--- config.mk ---
export PLATFORM = sky130hd
export DESIGN_NAME = ps2_mouse_packet_decoder_flat
export DESIGN_NICKNAME = d
export VERILOG_FILES = /design/src/design/pmd_pkg.sv /design/src/design/pmd_stream_if.sv /design/src/design/ps2_mouse_packet_decoder.sv /design/src/design/pmd_in_stage.sv /design/src/design/pmd_decode.sv /design/src/design/pmd_out_stage.sv /design/src/flat_wrapper.sv
export SDC_FILE = /design/constraint.sdc
export NUM_CORES = 1
export LEC_CHECK = 0
export ABC_AREA = 0
export ABC_CLOCK_PERIOD_IN_PS = 5600
export BUFFER_PORTS_ARGS = -buffer_cell sky130_fd_sc_hd__buf_4
export CORE_ASPECT_RATIO = 0.5
export CORE_MARGIN = 2
export CORE_UTILIZATION = 50
export CTS_CLUSTER_DIAMETER = 200
export DETAILED_ROUTE_END_ITERATION = 8
export MAX_ROUTING_LAYER = met4
export PLACE_DENSITY = 0.71
export SYNTH_ARGS = -nofsm -noshare
export SYNTH_HDL_FRONTEND = slang
export SYNTH_SLANG_ARGS = --single-unit
--- constraint.sdc ---
create_clock -name clk -period 5.6 [get_ports clk]
set_input_delay 0.56 -clock clk [delete_from_list [all_inputs] [get_ports clk]]
set_output_delay 0.56 -clock clk [all_outputs]
set_load 0.05 [all_outputs]
--- src/design/pmd_pkg.sv ---
// shared constants, codes and payload types for the ps/2 mouse packet decoder
`default_nettype none

package pmd_pkg;

  localparam int CNT_W     = 32;  // width of the saturating error counters
  localparam int OUT_CNT_W = 32;  // counter width carried on the result channel
  localparam int POS_W     = 2;
  localparam int BTN_W     = 3;

  // bit positions inside the first packet byte
  localparam int SYNC_BIT  = 3;
  localparam int X_OVF_BIT = 6;
  localparam int Y_OVF_BIT = 7;

  // packet byte positions
  localparam logic [POS_W-1:0] POS_FLAGS = 2'd0;
  localparam logic [POS_W-1:0] POS_X     = 2'd1;
  localparam logic [POS_W-1:0] POS_Y     = 2'd2;

  typedef enum logic [2:0] {
    EV_STORED   = 3'd0,
    EV_MOTION   = 3'd1,
    EV_OVERFLOW = 3'd2,
    EV_BADSYNC  = 3'd3,
    EV_IGNORED  = 3'd4
  } ev_t;

  typedef struct packed {
    logic [7:0] data_byte;
    logic       from_mouse;
  } in_item_t;

  typedef struct packed {
    ev_t                  event_res;
    logic signed [7:0]    delta_x;
    logic signed [7:0]    delta_y;
    logic [BTN_W-1:0]     buttons;
    logic [OUT_CNT_W-1:0] bad_packet_count;
    logic [OUT_CNT_W-1:0] overflow_count;
  } res_item_t;

endpackage

`default_nettype wire

--- src/design/pmd_stream_if.sv ---
// valid/ready channel interfaces for the byte input and the result output
`default_nettype none

interface pmd_in_if;
  logic       valid;
  logic       ready;
  logic [7:0] data_byte;
  logic       from_mouse;

  modport source (output valid, output data_byte, output from_mouse, input ready);
  modport sink (input valid, input data_byte, input from_mouse, output ready);
endinterface

interface pmd_out_if;
  logic              valid;
  logic              ready;
  logic [2:0]        event_res;
  logic signed [7:0] delta_x;
  logic signed [7:0] delta_y;
  logic [2:0]        buttons;
  logic [31:0]       bad_packet_count;
  logic [31:0]       overflow_count;

  modport source (output valid, output event_res, output delta_x, output delta_y,
                  output buttons, output bad_packet_count, output overflow_count,
                  input ready);
  modport sink (input valid, input event_res, input delta_x, input delta_y,
                input buttons, input bad_packet_count, input overflow_count,
                output ready);
endinterface

`default_nettype wire

--- src/design/ps2_mouse_packet_decoder.sv ---
// top level of the ps/2 mouse 3-byte packet decoder
//
//   channel   direction  contents
//   in_ch     sink       data_byte[7:0], from_mouse
//   out_ch    source     event_res, delta_x, delta_y, buttons, two 32-bit counters
//   cfg_*     input      reporting_enabled, written when cfg_wr_en is high
//
// one byte per cycle sustained while the result sink is ready; each accepted byte goes
// through the input register, decode and the result register before its result is offered
// synchronous active-low reset clears position, counters and reporting_enabled
// a stalled result holds; the input register keeps taking bytes until both stages are full
`default_nettype none

module ps2_mouse_packet_decoder
  import pmd_pkg::*;
(
  input  wire logic clk,
  input  wire logic rst_n,
  pmd_in_if.sink    in_ch,
  pmd_out_if.source out_ch,
  input  wire logic cfg_wr_en,
  input  wire logic cfg_wr_data
);

  logic      item_valid;
  in_item_t  item;
  logic      room;
  logic      fire;
  res_item_t res;

  assign fire = item_valid && room;

  pmd_in_stage u_in (
    .clk        (clk),
    .rst_n      (rst_n),
    .in_ch      (in_ch),
    .take       (fire),
    .item_valid (item_valid),
    .item       (item)
  );

  pmd_decode u_dec (
    .clk         (clk),
    .rst_n       (rst_n),
    .cfg_wr_en   (cfg_wr_en),
    .cfg_wr_data (cfg_wr_data),
    .item        (item),
    .fire        (fire),
    .res         (res)
  );

  pmd_out_stage u_out (
    .clk    (clk),
    .rst_n  (rst_n),
    .load   (fire),
    .res    (res),
    .room   (room),
    .out_ch (out_ch)
  );

endmodule

`default_nettype wire

--- src/design/pmd_in_stage.sv ---
// input register: captures one byte transaction and holds it until decoded
`default_nettype none

module pmd_in_stage
  import pmd_pkg::*;
(
  input  wire logic clk,
  input  wire logic rst_n,
  pmd_in_if.sink    in_ch,
  input  wire logic take,
  output logic      item_valid,
  output in_item_t  item
);

  logic     valid_r;
  logic     valid_nxt;
  in_item_t item_r;

  // a held item leaving this cycle frees the slot for a new one
  assign in_ch.ready = !valid_r || take;
  assign valid_nxt   = (in_ch.valid && in_ch.ready) || (valid_r && !take);

  always_ff @(posedge clk) begin
    if (!rst_n) begin
      valid_r <= 1'b0;
    end else begin
      valid_r <= valid_nxt;
    end
  end

  always_ff @(posedge clk) begin
    if (in_ch.valid && in_ch.ready) begin
      item_r.data_byte  <= in_ch.data_byte;
      item_r.from_mouse <= in_ch.from_mouse;
    end
  end

  assign item_valid = valid_r;
  assign item       = item_r;

endmodule

`default_nettype wire

--- src/design/pmd_decode.sv ---
// packet assembly state, sync and overflow checks, saturating counters
`default_nettype none

module pmd_decode
  import pmd_pkg::*;
(
  input  wire logic      clk,
  input  wire logic      rst_n,
  input  wire logic      cfg_wr_en,
  input  wire logic      cfg_wr_data,
  input  wire in_item_t  item,
  input  wire logic      fire,
  output res_item_t      res
);

  logic              rpt_en_r;
  logic [POS_W-1:0]  pos_r, pos_nxt;
  logic [7:0]        flags_r, flags_nxt;
  logic [7:0]        x_r, x_nxt;
  logic [CNT_W-1:0]  bad_r, bad_nxt;
  logic [CNT_W-1:0]  ovf_r, ovf_nxt;
  ev_t               ev;
  logic [7:0]        dx, dy;
  logic [BTN_W-1:0]  btn;

  always_comb begin
    pos_nxt   = pos_r;
    flags_nxt = flags_r;
    x_nxt     = x_r;
    bad_nxt   = bad_r;
    ovf_nxt   = ovf_r;
    ev        = EV_IGNORED;
    dx        = 8'd0;
    dy        = 8'd0;
    btn       = '0;
    if (item.from_mouse && rpt_en_r) begin
      case (pos_r)
        POS_X: begin
          x_nxt   = item.data_byte;
          pos_nxt = POS_Y;
          ev      = EV_STORED;
        end
        POS_Y: begin
          pos_nxt = POS_FLAGS;
          if (!flags_r[SYNC_BIT]) begin
            bad_nxt = (bad_r == '1) ? bad_r : bad_r + 1'b1;
            ev      = EV_BADSYNC;
          end else if (flags_r[X_OVF_BIT] || flags_r[Y_OVF_BIT]) begin
            ovf_nxt = (ovf_r == '1) ? ovf_r : ovf_r + 1'b1;
            ev      = EV_OVERFLOW;
          end else begin
            dx  = x_r;
            dy  = item.data_byte;
            btn = flags_r[BTN_W-1:0];
            ev  = EV_MOTION;
          end
        end
        default: begin
          // first byte, or a position that never occurs
          if (!item.data_byte[SYNC_BIT]) begin
            bad_nxt = (bad_r == '1) ? bad_r : bad_r + 1'b1;
            pos_nxt = POS_FLAGS;
            ev      = EV_BADSYNC;
          end else begin
            flags_nxt = item.data_byte;
            pos_nxt   = POS_X;
            ev        = EV_STORED;
          end
        end
      endcase
    end
  end

  always_comb begin
    res.event_res        = ev;
    res.delta_x          = dx;
    res.delta_y          = dy;
    res.buttons          = btn;
    res.bad_packet_count = OUT_CNT_W'(bad_nxt);
    res.overflow_count   = OUT_CNT_W'(ovf_nxt);
  end

  always_ff @(posedge clk) begin
    if (!rst_n) begin
      rpt_en_r <= 1'b0;
      pos_r    <= POS_FLAGS;
      bad_r    <= '0;
      ovf_r    <= '0;
    end else begin
      if (cfg_wr_en) begin
        rpt_en_r <= cfg_wr_data;
      end
      if (fire) begin
        pos_r <= pos_nxt;
        bad_r <= bad_nxt;
        ovf_r <= ovf_nxt;
      end
    end
  end

  // packet bytes need no reset
  always_ff @(posedge clk) begin
    if (fire) begin
      flags_r <= flags_nxt;
      x_r     <= x_nxt;
    end
  end

  a_pos_legal: assert property (@(posedge clk) disable iff (!rst_n)
    pos_r != 2'd3)
    else $error("byte position reached an unused code");

  a_motion_on_third: assert property (@(posedge clk) disable iff (!rst_n)
    fire && ev == EV_MOTION |-> pos_r == POS_Y)
    else $error("motion reported before a full packet");

  a_first_advances: assert property (@(posedge clk) disable iff (!rst_n)
    fire && pos_r == POS_FLAGS && ev == EV_STORED |=> pos_r == POS_X)
    else $error("accepted first byte did not advance position");

  a_bad_monotonic: assert property (@(posedge clk) disable iff (!rst_n)
    $past(rst_n) |-> bad_r >= $past(bad_r))
    else $error("bad packet counter decreased");

  a_ovf_monotonic: assert property (@(posedge clk) disable iff (!rst_n)
    $past(rst_n) |-> ovf_r >= $past(ovf_r))
    else $error("overflow counter decreased");

endmodule

`default_nettype wire

--- src/design/pmd_out_stage.sv ---
// result register: holds one decoded transaction until the sink takes it
`default_nettype none

module pmd_out_stage
  import pmd_pkg::*;
(
  input  wire logic      clk,
  input  wire logic      rst_n,
  input  wire logic      load,
  input  wire res_item_t res,
  output logic           room,
  pmd_out_if.source      out_ch
);

  logic      valid_r;
  res_item_t res_r;

  assign room = !valid_r || out_ch.ready;

  always_ff @(posedge clk) begin
    if (!rst_n) begin
      valid_r <= 1'b0;
    end else if (room) begin
      valid_r <= load;
    end
  end

  always_ff @(posedge clk) begin
    if (load) begin
      res_r <= res;
    end
  end

  assign out_ch.valid            = valid_r;
  assign out_ch.event_res        = res_r.event_res;
  assign out_ch.delta_x          = res_r.delta_x;
  assign out_ch.delta_y          = res_r.delta_y;
  assign out_ch.buttons          = res_r.buttons;
  assign out_ch.bad_packet_count = res_r.bad_packet_count;
  assign out_ch.overflow_count   = res_r.overflow_count;

endmodule

`default_nettype wire
--- src/flat_wrapper.sv ---
// flat-port wrapper written by rule: the top's interface ports become plain ports
module ps2_mouse_packet_decoder_flat import pmd_pkg::*;
  (clk, rst_n, cfg_wr_en, cfg_wr_data, in_ch_valid, in_ch_data_byte, in_ch_from_mouse, in_ch_ready, out_ch_valid, out_ch_event_res, out_ch_delta_x, out_ch_delta_y, out_ch_buttons, out_ch_bad_packet_count, out_ch_overflow_count, out_ch_ready);
  pmd_in_if in_ch_i ();
  pmd_out_if out_ch_i ();
  input  wire logic clk;
  input  wire logic rst_n;
  input  wire logic cfg_wr_en;
  input  wire logic cfg_wr_data;
  input wire logic [$bits(in_ch_i.valid)-1:0] in_ch_valid;
  input wire logic [$bits(in_ch_i.data_byte)-1:0] in_ch_data_byte;
  input wire logic [$bits(in_ch_i.from_mouse)-1:0] in_ch_from_mouse;
  output wire logic [$bits(in_ch_i.ready)-1:0] in_ch_ready;
  output wire logic [$bits(out_ch_i.valid)-1:0] out_ch_valid;
  output wire logic [$bits(out_ch_i.event_res)-1:0] out_ch_event_res;
  output wire logic [$bits(out_ch_i.delta_x)-1:0] out_ch_delta_x;
  output wire logic [$bits(out_ch_i.delta_y)-1:0] out_ch_delta_y;
  output wire logic [$bits(out_ch_i.buttons)-1:0] out_ch_buttons;
  output wire logic [$bits(out_ch_i.bad_packet_count)-1:0] out_ch_bad_packet_count;
  output wire logic [$bits(out_ch_i.overflow_count)-1:0] out_ch_overflow_count;
  input wire logic [$bits(out_ch_i.ready)-1:0] out_ch_ready;
  assign in_ch_i.valid = in_ch_valid;
  assign in_ch_i.data_byte = in_ch_data_byte;
  assign in_ch_i.from_mouse = in_ch_from_mouse;
  assign in_ch_ready = in_ch_i.ready;
  assign out_ch_valid = out_ch_i.valid;
  assign out_ch_event_res = out_ch_i.event_res;
  assign out_ch_delta_x = out_ch_i.delta_x;
  assign out_ch_delta_y = out_ch_i.delta_y;
  assign out_ch_buttons = out_ch_i.buttons;
  assign out_ch_bad_packet_count = out_ch_i.bad_packet_count;
  assign out_ch_overflow_count = out_ch_i.overflow_count;
  assign out_ch_i.ready = out_ch_ready;
  ps2_mouse_packet_decoder u_core (.clk(clk), .rst_n(rst_n), .in_ch(in_ch_i), .out_ch(out_ch_i), .cfg_wr_en(cfg_wr_en), .cfg_wr_data(cfg_wr_data));
endmodule
==> summary.txt, run 1 <==
======================================================================================
Run status                                                                finished clean
FF-to-FF setup slack                                                           2.01 ns
Number of warnings reported in the yosys synthesis log                               0
Crit path cell chain                                                      inv_1 -> ha_1 -> nand4b_1 -> nor3_1 -> nand4_1 -> or3_1 -> a21oi_1
Total vias in the final route                                                     5885
CP Launch Type                                                               flip-flop
Reg-to-reg critical path startpoint                                       u_core.u_dec.pos_r[0]$_SDFFE_PN0P_
Routed wire per std cell                                                       16.8 µm
Maximum clock path buffer count                                                      2
Number of gates resized after CTS                                                    0
Worst slew pin tran                                                            1.26 ns
Clock share of power                                                             44.0%
Total wire length after detailed routing                                       17.4 mm
Clock Sinks                                                                        177
DRC violation total after the first TritonRoute iteration                          467
Main synth FF type                                                        sky130_fd_sc_hd__edfxtp_1
Area share of the largest cell type after synthesis                              41.0%
Synthesized area per cell                                                     10.9 µm²
Data arrival time of the critical path                                         3.94 ns
Number of flip-flops and latches in the synthesized netlist                        177
Total of fill cells in the finished design                                        1222
Area growth from synthesis to layout                                             19.7%
CP Buf/Inv Count                                                                     1
Final Wtd Congestion                                                             0.834
Setup repair after global routing missed its margin                              false
Port Buffers                                                                       102
Mapped Nets                                                                        746
Internal                                                                       2.21 mW
Sw Ratio                                                                         23.6%
Combined area of all synthesized cells                                        7910 µm²
Power density over cell area                                                306 nW/µm²
Smallest setup slack after layout                                              2.01 ns
Most frequent cell after synthesis                                        sky130_fd_sc_hd__edfxtp_1
Flop pwr share                                                                   49.2%
Hold wc startpoint                                                        in_ch_from_mouse
Clock tree from TritonCTS                                                          yes
Number of distinct standard cells referenced by the synthesized netlist             48
Number of cell instances on the worst register-to-register path                      7
Top cell family by delay on the critical path                             simple AND/OR/NAND/NOR gates
CP Capture Type                                                              flip-flop
Post-Place Setup Slack                                                         1.97 ns
Placed Cells incl. Taps                                                           1000
Number of hold violations in the final report                                        0
Slowest stage delay, CP                                                        1.26 ns
Crit-path max FO                                                                    18
Hold Buf Count CTS                                                                   0
Fraction of final layout cells with drive strength greater than 1                17.9%
DIE AREA                                                                     16900 µm²
DRC Markers                                                                          0
Fraction of synthesis flops using an asynchronous set or reset pin                  0%
Worst r2r dst                                                             u_core.u_dec.bad_r[13]$_SDFFE_PN0P_
Iteration count of the initial detailed-routing pass                                 5
Die width                                                                       182 µm
Path category of the worst min-delay check                                      in2reg
Number of top-level design ports                                                   103
Highest clock rate                                                           0.278 GHz
Post-detailed-placement half-perimeter wirelength                              11.1 mm
First-pass GRT wire length                                                     27.9 mm
Number of max-slew violations in the final report                                    0
Required time of the critical path                                             5.95 ns
Synth cell count leaders                                                  sky130_fd_sc_hd__edfxtp_1 (108), sky130_fd_sc_hd__dfxtp_1 (69), sky130_fd_sc_hd__nand2_1 (61), sky130_fd_sc_hd__xor2_1 (48), sky130_fd_sc_hd__a21oi_1 (47)
Maximum clock skew at final layout                                           0.0128 ns
Clock latency on the worst-skew pair                                           0.42 ns
Cell depth of the worst min-delay path                                               1
Area of the placeable core                                                   15400 µm²
Psw                                                                           0.684 mW
Number of core rows                                                                 32
Die H                                                                          92.9 µm
Kind of critical path                                                          reg2reg
H-tree lvl count                                                                     4
Number of setup violations in the final report                                       0
Effective utilization at floorplan                                               51.3%
Post-layout instance count excluding filler cells                                 1032
Max-Cap Viols                                                                        0
Share of the clock period used by the worst path                                 64.1%
Synth top area cells                                                      sky130_fd_sc_hd__edfxtp_1 (41%), sky130_fd_sc_hd__dfxtp_1 (17%), sky130_fd_sc_hd__xor2_1 (5.3%), sky130_fd_sc_hd__a21oi_1 (3.0%), sky130_fd_sc_hd__nand2_1 (2.9%)
Total gr overflow                                                                    0
Number of nets still failing antenna checks after routing                            0
Clock-pin slew on the worst setup and hold paths                               0.07 ns
Gate power share                                                                  6.8%
Leakage power summed over all cells                                            3.42 nW
Clock period minus worst slack                                                 3.59 ns
Cell count after synthesis                                                         726
Number of synthesized flops with an enable pin                                     108
Antenna violations before repair                                                     0
Final setup TNS                                                                   0 ns
Aggregate global-route resource usage                                            21.6%
Portion of the post-synthesis area used by sequential elements                   58.5%
Number of clock buffers inserted by TritonCTS                                       17
Max-slew headroom at the worst pin                                               15.6%
Cell taking the most area after synthesis                                 sky130_fd_sc_hd__edfxtp_1
Min-Delay Endpoint                                                        u_core.u_in.item[0]$_DFFE_PP_
Post-CTS setup buffer count                                                          0
Largest voltage drop on the vdd net                                             244 µV
Largest net degree at the start of global routing                                   62
Final core utilization                                                           61.4%
Vias in the first global route                                                    5616
Final net count                                                                    835
Cell with the largest stage delay on the worst path                       sky130_fd_sc_hd__nor3_1
Drt via density                                                                   5.70
Clk root buf                                                              sky130_fd_sc_hd__clkbuf_16
Antenna Diode Count                                                                  0
======================================================================================
## stage by stage
stage | area, µm² | hold slack (ns) | total power, mW
after CTS | 9460 | 0.300 | 2.92
after global placement | 8830 | 0.429 | 1.65
after floorplan | 7910 | 0.417 | 1.59
after global routing | 9470 | 0.296 | 2.98
final | 9470 | 0.310 | 2.90
after detailed placement | 8830 | 0.430 | 1.65
## sequential cells by signal, summed over array words and instances, names as in the netlist
register / cells
u_core.u_dec.bad_r: 32
u_core.u_dec.flags_r: 5
u_core.u_dec.ovf_r: 32
u_core.u_dec.pos_r: 2
u_core.u_dec.rpt_en_r: 1
u_core.u_dec.x_r: 8
u_core.u_in.item: 9
u_core.u_in.item_valid: 1
u_core.u_out.out_ch.bad_packet_count: 32
u_core.u_out.out_ch.buttons: 3
u_core.u_out.out_ch.delta_x: 8
u_core.u_out.out_ch.delta_y: 8
u_core.u_out.out_ch.event_res: 3
u_core.u_out.out_ch.overflow_count: 32
u_core.u_out.out_ch.valid: 1
## power by group through the flow
stage          clock network [mW]  logic [mW]  registers [mW]
6_report                     1.28       0.196            1.43
5_1_grt                      1.35       0.204            1.43
4_1_cts                      1.29       0.198            1.43
3_5_place_dp                    0       0.197            1.46
3_3_place_gp                    0       0.195            1.45
2_1_floorplan                   0      0.0293            1.56
## cells in the final DEF (no fill, tap or decap), types with 21 or more instances in the layout
cell type	n
sky130_fd_sc_hd__or4_1	22
sky130_fd_sc_hd__nand2_1	61
sky130_fd_sc_hd__o21ai_0	28
sky130_fd_sc_hd__nand4_1	22
sky130_fd_sc_hd__edfxtp_1	108
sky130_fd_sc_hd__or3_1	26
sky130_fd_sc_hd__and2_1	21
sky130_fd_sc_hd__nor2_1	45
sky130_fd_sc_hd__nor3_1	28
sky130_fd_sc_hd__buf_4	106
sky130_fd_sc_hd__xor2_1	48
sky130_fd_sc_hd__a21oi_1	47
sky130_fd_sc_hd__nand3_1	29
sky130_fd_sc_hd__dfxtp_1	69
## worst max path at each step
stage,cells after the start,slack [ns],end,startpoint
2_1_floorplan,7,1.65,u_core.u_dec.bad_r[10]$_SDFFE_PN0P_,u_core.u_out.out_ch.valid$_SDFFE_PN0P_
6_report,7,2.01,u_core.u_dec.bad_r[13]$_SDFFE_PN0P_,u_core.u_dec.pos_r[0]$_SDFFE_PN0P_
5_1_grt,7,1.76,u_core.u_dec.bad_r[13]$_SDFFE_PN0P_,u_core.u_dec.pos_r[0]$_SDFFE_PN0P_
3_3_place_gp,7,2.15,u_core.u_dec.bad_r[22]$_SDFFE_PN0P_,out_ch_ready
4_1_cts,7,2.03,u_core.u_dec.bad_r[13]$_SDFFE_PN0P_,u_core.u_dec.pos_r[0]$_SDFFE_PN0P_
3_5_place_dp,7,1.97,u_core.u_dec.bad_r[15]$_SDFFE_PN0P_,out_ch_ready
## worst reg2reg max path, delay by kind of cell (launching register included)
family | cells | cell delay [ns]
AND/OR/NAND/NOR | 4 | 2.61
flip-flops | 1 | 0.36
adder cells (fa/ha/maj) | 1 | 0.35
AO/OA/AOI/OAI | 1 | 0.14
buffers and inverters | 1 | 0.07
## kinds of logic (layout without fill, tap and decap cells)
kind of cell | Yosys count | count (layout) | synth area share [%]
simple gates | 311 | 311 | 21.5
xor+xnor | 65 | 65 | 7.20
mux | 12 | 12 | 1.53
flops | 177 | 177 | 58.5
buf+inv | 46 | 148 | 2.28
fa+ha+maj | 5 | 5 | 0.791
compound gates | 110 | 110 | 8.18
## cell type report
| type | instances | area [µm²] | share of cell area, % |
|---|---|---|---|
| tap | 204 | 255 | 2.70 |
| inverter | 10 | 38.8 | 0.410 |
| multi-input combinational | 503 | 3120 | 33.0 |
| sequential | 177 | 4620 | 48.8 |
| clock inverter | 15 | 206 | 2.18 |
| timing repair buffer | 106 | 796 | 8.40 |
| clock buffer | 17 | 425 | 4.49 |
## per-layer routing
layer | global-route usage [%] | vias up | wire [µm]
met2 | 35.9 | 135 | 8370
met5 | - | - | 0
met3 | 3.70 | 21 | 701
met4 | 7.39 | 0 | 188
met1 | 27.2 | 2863 | 8120
li1 | - | 2866 | -
Note: power is estimated with default switching activity, not from simulation.
==> run 2: changes to the inputs <==
--- a/config.mk
+++ b/config.mk
@@ -6,7 +6,7 @@
 export NUM_CORES = 1
 export LEC_CHECK = 0
 export ABC_AREA = 0
-export ABC_CLOCK_PERIOD_IN_PS = 5600
+export ABC_CLOCK_PERIOD_IN_PS = 3300
 export BUFFER_PORTS_ARGS = -buffer_cell sky130_fd_sc_hd__buf_4
 export CORE_ASPECT_RATIO = 0.5
 export CORE_MARGIN = 2
@@ -14,7 +14,7 @@
 export CTS_CLUSTER_DIAMETER = 200
 export DETAILED_ROUTE_END_ITERATION = 8
 export MAX_ROUTING_LAYER = met4
-export PLACE_DENSITY = 0.71
+export PLACE_DENSITY = 0.73
 export SYNTH_ARGS = -nofsm -noshare
 export SYNTH_HDL_FRONTEND = slang
 export SYNTH_SLANG_ARGS = --single-unit
==> constraint.sdc (replaced) <==
create_clock -name clk -period 3.3 [get_ports clk]
set_input_delay 0.33 -clock clk [delete_from_list [all_inputs] [get_ports clk]]
set_output_delay 0.33 -clock clk [all_outputs]
set_load 0.05 [all_outputs]
==> run 2 against run 1 <==
Effect of this change: critical endpoint is now u_core.u_dec.ovf_r[28]$_SDFFE_PN0P_; critical path depth is 1 lower; largest cell class unchanged; critical path type unchanged; core utilization grew 0.22 points; clock power rose by 56%; hold slack lost 0.24 ns; combinational power increased by 71%; highest routed layer unchanged; routed wire length decreased by 4.0%; worst setup slack got worse by 1.5 ns; flip-flop and latch count unchanged.
==> summary.txt, run 2 (synthesis results as in run 1) <==
================================================================================
Run status                                                          finished clean
Largest net degree at the start of global routing                             62
Worst slew pin tran                                                      1.22 ns
Share of the clock period used by the worst path                           85.3%
Commonest cells after routing, fill and taps aside                  sky130_fd_sc_hd__buf_4 (115), sky130_fd_sc_hd__edfxtp_1 (108), sky130_fd_sc_hd__dfxtp_1 (69)
Final core utilization                                                     61.6%
Total vias in the final route                                               5922
Maximum clock path buffer count                                                2
Drt via density                                                             5.68
Setup repair after global routing missed its margin                        false
Path category of the worst min-delay check                                in2reg
Number of setup violations in the final report                                 0
Final Wtd Congestion                                                       0.830
Number of clock buffers inserted by TritonCTS                                 17
Largest voltage drop on the vdd net                                       360 µV
Clock latency on the worst-skew pair                                     0.43 ns
Most common cell after layout, fill and taps aside                  sky130_fd_sc_hd__buf_4
Clock-pin slew on the worst setup and hold paths                         0.08 ns
Antenna Diode Count                                                            0
Number of max-slew violations in the final report                              0
Area of the placeable core                                             15400 µm²
Required time of the critical path                                       3.66 ns
PnR Total Power                                                          4.75 mW
Total wire length after detailed routing                                 16.7 mm
Clk root buf                                                        sky130_fd_sc_hd__clkbuf_16
Vias in the first global route                                              5573
Die width                                                                 182 µm
Antenna violations before repair                                               0
CP Launch Type                                                         flip-flop
Number of gates resized after CTS                                              0
Routed wire per std cell                                                 16.0 µm
Reg-to-reg critical path startpoint                                 u_core.u_dec.ovf_r[0]$_SDFFE_PN0P_
Power density over cell area                                          500 nW/µm²
First-pass GRT wire length                                               27.2 mm
Crit path from                                                      u_core.u_dec.ovf_r[0]$_SDFFE_PN0P_
Number of hold violations in the final report                                  0
DRC Markers                                                                    0
Leakage power summed over all cells                                      3.44 nW
H-tree lvl count                                                               4
Number of core rows                                                           32
Die H                                                                    92.9 µm
Effective utilization at floorplan                                         51.3%
Data arrival time of the critical path                                   3.17 ns
Kind of critical path                                                    reg2reg
Max-slew headroom at the worst pin                                         18.5%
Post-CTS setup buffer count                                                    0
Area growth from synthesis to layout                                       20.2%
Number of top-level design ports                                             103
Iteration count of the initial detailed-routing pass                           5
Placed cell areas                                                       8910 µm²
Clock tree from TritonCTS                                                    yes
Maximum clock skew at final layout                                     0.0154 ns
CP Capture Type                                                        flip-flop
Hold wc startpoint                                                  in_ch_data_byte[4]
Crit-path max FO                                                               8
Final setup TNS                                                             0 ns
Number of nets still failing antenna checks after routing                      0
Hold Buf Count CTS                                                             0
Port Buffers                                                                 102
Clock Sinks                                                                  177
Clock period minus worst slack                                           2.81 ns
Total gr overflow                                                              0
Worst slack on hold paths                                              0.0745 ns
Final net count                                                              845
Post-detailed-placement half-perimeter wirelength                        11.1 mm
Fraction of final layout cells with drive strength greater than 1          19.0%
DRC violation total after the first TritonRoute iteration                    468
Highest clock rate                                                     0.355 GHz
DIE AREA                                                               16900 µm²
Cell area after layout                                                  9500 µm²
Aggregate global-route resource usage                                      20.9%
Max-Cap Viols                                                                  0
================================================================================
## run 2: layer usage
| layer | track usage [%] | part of all wire [%] | up-vias |
|---|---|---|---|
| li1 | - | - | 2900 |
| met1 | 26.7 | 47 | 2867 |
| met2 | 33.9 | 48 | 134 |
| met3 | 4.44 | 4.4 | 21 |
| met4 | 6.32 | 1.2 | 0 |
| met5 | - | 0 | - |
## run 2: power breakdown
part	switching (mW)	total (mW)	internal [mW]
Clock	0.977	2.00	1.02
Combinational	0.254	0.336	0.0824
Sequential	0.0215	2.42	2.40
Total	1.25	4.75	3.50
## run 2: through the flow
step | std cells | setup slack [ns]
after floorplan | 726 | 0.432
after global placement | 1010 | 0.631
after detailed placement | 1010 | 0.554
after CTS | 1042 | 0.508
after global routing | 1042 | 0.303
final | 1042 | 0.486
## run 2: worst paths after layout
path	to	slack, ns	cells after the start
worst min register to register	u_core.u_dec.x_r[5]$_DFFE_PP_	0.45	0
worst max register to register	u_core.u_dec.ovf_r[28]$_SDFFE_PN0P_	0.49	6
worst min-delay path	u_core.u_in.item[5]$_DFFE_PP_	0.07	1
worst max-delay path	u_core.u_dec.ovf_r[28]$_SDFFE_PN0P_	0.49	6
## run 2: area by class of cell
class                           count  area [µm²]
Clock buffer                       17         425
Sequential cell                   177        4620
Clock inverter                     15         166
Multi-Input combinational cell    503        3110
Inverter                           10        38.8
Fill cell                        1239        5910
Tap cell                          204         255
Timing Repair Buffer              116         883
## run 2: critical path: stages, from the launching register on
cell                      delay, ns
sky130_fd_sc_hd__dfxtp_1       0.43
sky130_fd_sc_hd__ha_1          0.26
sky130_fd_sc_hd__nand3_1       0.25
sky130_fd_sc_hd__or4_4         0.58
sky130_fd_sc_hd__or4b_1        0.62
sky130_fd_sc_hd__or4_1         0.43
sky130_fd_sc_hd__a21oi_1       0.16
==> run 3: changes to the inputs <==
--- a/config.mk
+++ b/config.mk
@@ -15,6 +15,8 @@
 export DETAILED_ROUTE_END_ITERATION = 8
 export MAX_ROUTING_LAYER = met4
 export PLACE_DENSITY = 0.73
+export SLEW_MARGIN = 20
 export SYNTH_ARGS = -nofsm -noshare
 export SYNTH_HDL_FRONTEND = slang
+export SYNTH_HIERARCHICAL = 1
 export SYNTH_SLANG_ARGS = --single-unit
==> run 3 against run 2 <==
Effect of this change: critical endpoint is now u_core/u_out/out_ch.overflow_count[16]$_DFFE_PP_; via count is 6.3% higher; non-clock buffer count up 1; clock power hardly changed; total power is 1.7% higher; synthesized area rose by 5.7%; synthesized cell count is 4.8% higher; routed wire length is 10% higher; critical path type unchanged; critical path depth shrank 1; die area up 5.6%; final area is 4.0% higher.
==> summary.txt, run 3 <==
======================================================================================
Top cell family by delay on the critical path                             simple AND/OR/NAND/NOR gates
Clock latency on the worst-skew pair                                           0.43 ns
Area of the placeable core                                                   16400 µm²
Portion of the post-synthesis area used by sequential elements                   55.3%
Smallest setup slack after layout                                             0.619 ns
Most common cell after layout, fill and taps aside                        sky130_fd_sc_hd__buf_4
PnR Total Power                                                                4.83 mW
Final core utilization                                                           60.4%
Fraction of final layout cells with drive strength greater than 1                20.3%
DRC violation total after the first TritonRoute iteration                          586
Path category of the worst min-delay check                                      in2reg
Cell with the largest stage delay on the worst path                       sky130_fd_sc_hd__or4_1
Effective utilization at floorplan                                               51.1%
Psw                                                                            1.31 mW
Placed cell areas                                                             9310 µm²
Clock tree from TritonCTS                                                          yes
Cell area after layout                                                        9880 µm²
Number of core rows                                                                 33
Drt via density                                                                   5.78
Hold Buf Count CTS                                                                   0
Post-detailed-placement half-perimeter wirelength                              12.2 mm
Number of hold violations in the final report                                        0
Number of cell instances on the worst register-to-register path                      5
Largest voltage drop on the vdd net                                             347 µV
Largest net degree at the start of global routing                                   51
Max-Cap Viols                                                                        0
Reg-to-reg critical path startpoint                                       u_core/u_dec/ovf_r[13]$_SDFFE_PN0P_
Routed wire per std cell                                                       16.9 µm
Number of top-level design ports                                                   103
Internal                                                                       3.52 mW
Combined area of all synthesized cells                                        8360 µm²
Synth top area cells                                                      sky130_fd_sc_hd__edfxtp_1 (39%), sky130_fd_sc_hd__dfxtp_1 (17%), sky130_fd_sc_hd__xor2_1 (4.2%), sky130_fd_sc_hd__xnor2_1 (2.7%), sky130_fd_sc_hd__nand2_1 (2.5%)
Worst slew pin tran                                                            1.09 ns
Clock period minus worst slack                                                 2.68 ns
Clock-pin slew on the worst setup and hold paths                               0.08 ns
CP Launch Type                                                               flip-flop
Post-Place Setup Slack                                                        0.661 ns
Min-Delay Endpoint                                                        u_core/u_in/item[6]$_DFFE_PP_
Port Buffers                                                                       102
Crit path cell chain                                                      nand4_4 -> or4_1 -> o21ai_2 -> nor3_1 -> xor2_1
Aggregate global-route resource usage                                            21.7%
Number of nets still failing antenna checks after routing                            0
Number of flip-flops and latches in the synthesized netlist                        177
Slowest stage delay, CP                                                        0.76 ns
Antenna Diode Count                                                                  0
H-tree lvl count                                                                     4
Max-slew headroom at the worst pin                                               27.3%
Die width                                                                       187 µm
Iteration count of the initial detailed-routing pass                                 5
Synthesized area per cell                                                     11.0 µm²
Number of synthesized flops with an enable pin                                     108
Run status                                                                finished clean
Clock Sinks                                                                        177
Number of clock buffers inserted by TritonCTS                                       17
Placed Cells incl. Taps                                                           1057
Required time of the critical path                                             3.46 ns
Maximum clock skew at final layout                                           0.0114 ns
Number of warnings reported in the yosys synthesis log                               6
Number of gates resized after CTS                                                    0
Leakage power summed over all cells                                            3.52 nW
Cell count after synthesis                                                         761
Antenna violations before repair                                                     0
DRC Markers                                                                          0
Main synth FF type                                                        sky130_fd_sc_hd__edfxtp_1
Cell taking the most area after synthesis                                 sky130_fd_sc_hd__edfxtp_1
Kind of critical path                                                          reg2reg
Maximum clock path buffer count                                                      2
Area share of the largest cell type after synthesis                              38.8%
Final Wtd Congestion                                                             0.889
Mapped Nets                                                                        780
DIE AREA                                                                     17800 µm²
Total wire length after detailed routing                                       18.4 mm
Number of distinct standard cells referenced by the synthesized netlist             65
CP Buf/Inv Count                                                                     0
Worst r2r dst                                                             u_core/u_out/out_ch.overflow_count[16]$_DFFE_PP_
Flop pwr share                                                                   50.5%
Setup repair after global routing missed its margin                              false
Number of max-slew violations in the final report                                    0
Die H                                                                          95.4 µm
CP Capture Type                                                              flip-flop
Fraction of synthesis flops using an asynchronous set or reset pin                  0%
Most frequent cell after synthesis                                        sky130_fd_sc_hd__edfxtp_1
FF-to-FF setup slack                                                           0.62 ns
Final setup TNS                                                                   0 ns
Sw Ratio                                                                         27.1%
Final net count                                                                    868
Post-CTS setup buffer count                                                          0
First-pass GRT wire length                                                     29.6 mm
Data arrival time of the critical path                                         2.85 ns
Power density over cell area                                                489 nW/µm²
Area growth from synthesis to layout                                             18.2%
Number of setup violations in the final report                                       0
Synth cell count leaders                                                  sky130_fd_sc_hd__edfxtp_1 (108), sky130_fd_sc_hd__dfxtp_1 (69), sky130_fd_sc_hd__nand2_1 (56), sky130_fd_sc_hd__nand3_1 (42)
Total vias in the final route                                                     6295
Commonest cells after routing, fill and taps aside                        sky130_fd_sc_hd__buf_4 (117), sky130_fd_sc_hd__edfxtp_1 (108), sky130_fd_sc_hd__dfxtp_1 (69)
Hold wc startpoint                                                        in_ch_data_byte[5]
Gate power share                                                                  8.7%
Highest clock rate                                                           0.373 GHz
Crit-path max FO                                                                    13
Cell depth of the worst min-delay path                                               1
Post-layout instance count excluding filler cells                                 1089
Worst slack on hold paths                                                    0.0757 ns
Vias in the first global route                                                    5851
Share of the clock period used by the worst path                                 81.2%
Clk root buf                                                              sky130_fd_sc_hd__clkbuf_16
Clock share of power                                                             40.8%
Total gr overflow                                                                    0
======================================================================================
[run 3: how the worst max path moves through the flow]
stage                                           startpoint                                            endpoint  slack, ns  depth (start not counted)
floorplan           u_core/u_out/out_ch.valid$_SDFFE_PN0P_                 u_core/u_dec/bad_r[30]$_SDFFE_PN0P_       0.09                          8
global placement       u_core/u_dec/ovf_r[13]$_SDFFE_PN0P_    u_core/u_out/out_ch.overflow_count[14]$_DFFE_PP_       0.77                          5
detailed placement     u_core/u_dec/ovf_r[13]$_SDFFE_PN0P_    u_core/u_out/out_ch.overflow_count[16]$_DFFE_PP_       0.66                          5
CTS                    u_core/u_dec/ovf_r[13]$_SDFFE_PN0P_    u_core/u_out/out_ch.overflow_count[16]$_DFFE_PP_       0.65                          5
global route            u_core/u_dec/bad_r[0]$_SDFFE_PN0P_  u_core/u_out/out_ch.bad_packet_count[30]$_DFFE_PP_       0.51                          8
finish                 u_core/u_dec/ovf_r[13]$_SDFFE_PN0P_    u_core/u_out/out_ch.overflow_count[16]$_DFFE_PP_       0.62                          5
[run 3: cells by family (layout without fill, tap and decap cells)]
family                   after synthesis  in the layout  synth area share [%]
AO/OA/AOI/OAI                        103            103                  8.07
multiplexers                          19             19                  2.30
flip-flops                           177            177                  55.3
buffers and inverters                 62            163                  3.31
XOR/XNOR                              66             66                  6.91
adder cells (fa/ha/maj)                4              4                 0.599
AND/OR/NAND/NOR                      330            330                  23.5
[run 3: layout make-up]
class                           instances  area, µm²
Fill cell                            1392       6470
Sequential cell                       177       4620
Multi-Input combinational cell        522       3470
Timing Repair Buffer                  117        878
Clock buffer                           17        425
Tap cell                              227        284
Clock inverter                         15        148
Inverter                               14       52.6
[run 3: routing by layer]
metal	GRT usage, %	vias up	wire, µm
li1	-	3009	-
met1	27.4	3089	8660
met2	35.8	177	8820
met3	4.09	20	757
met4	6.81	0	199
met5	-	-	0
[run 3: worst register-to-register path, delay by kind of cell (launching register included)]
family / cells / cell delay (ns)
AOI/OAI and AO/OA: 1 / 0.65
xor gates and xnor gates: 1 / 0.18
DFF: 1 / 0.47
and+or+nand+nor: 3 / 1.14
[run 3: power groups by stage]
stage          Combinational (mW)  Sequential (mW)  Clock [mW]
2_1_floorplan              0.0658             2.71           0
3_3_place_gp                0.419             2.49           0
5_1_grt                     0.435             2.45        2.09
3_5_place_dp                0.422             2.49           0
4_1_cts                     0.422             2.44        2.01
6_report                    0.419             2.44        1.97
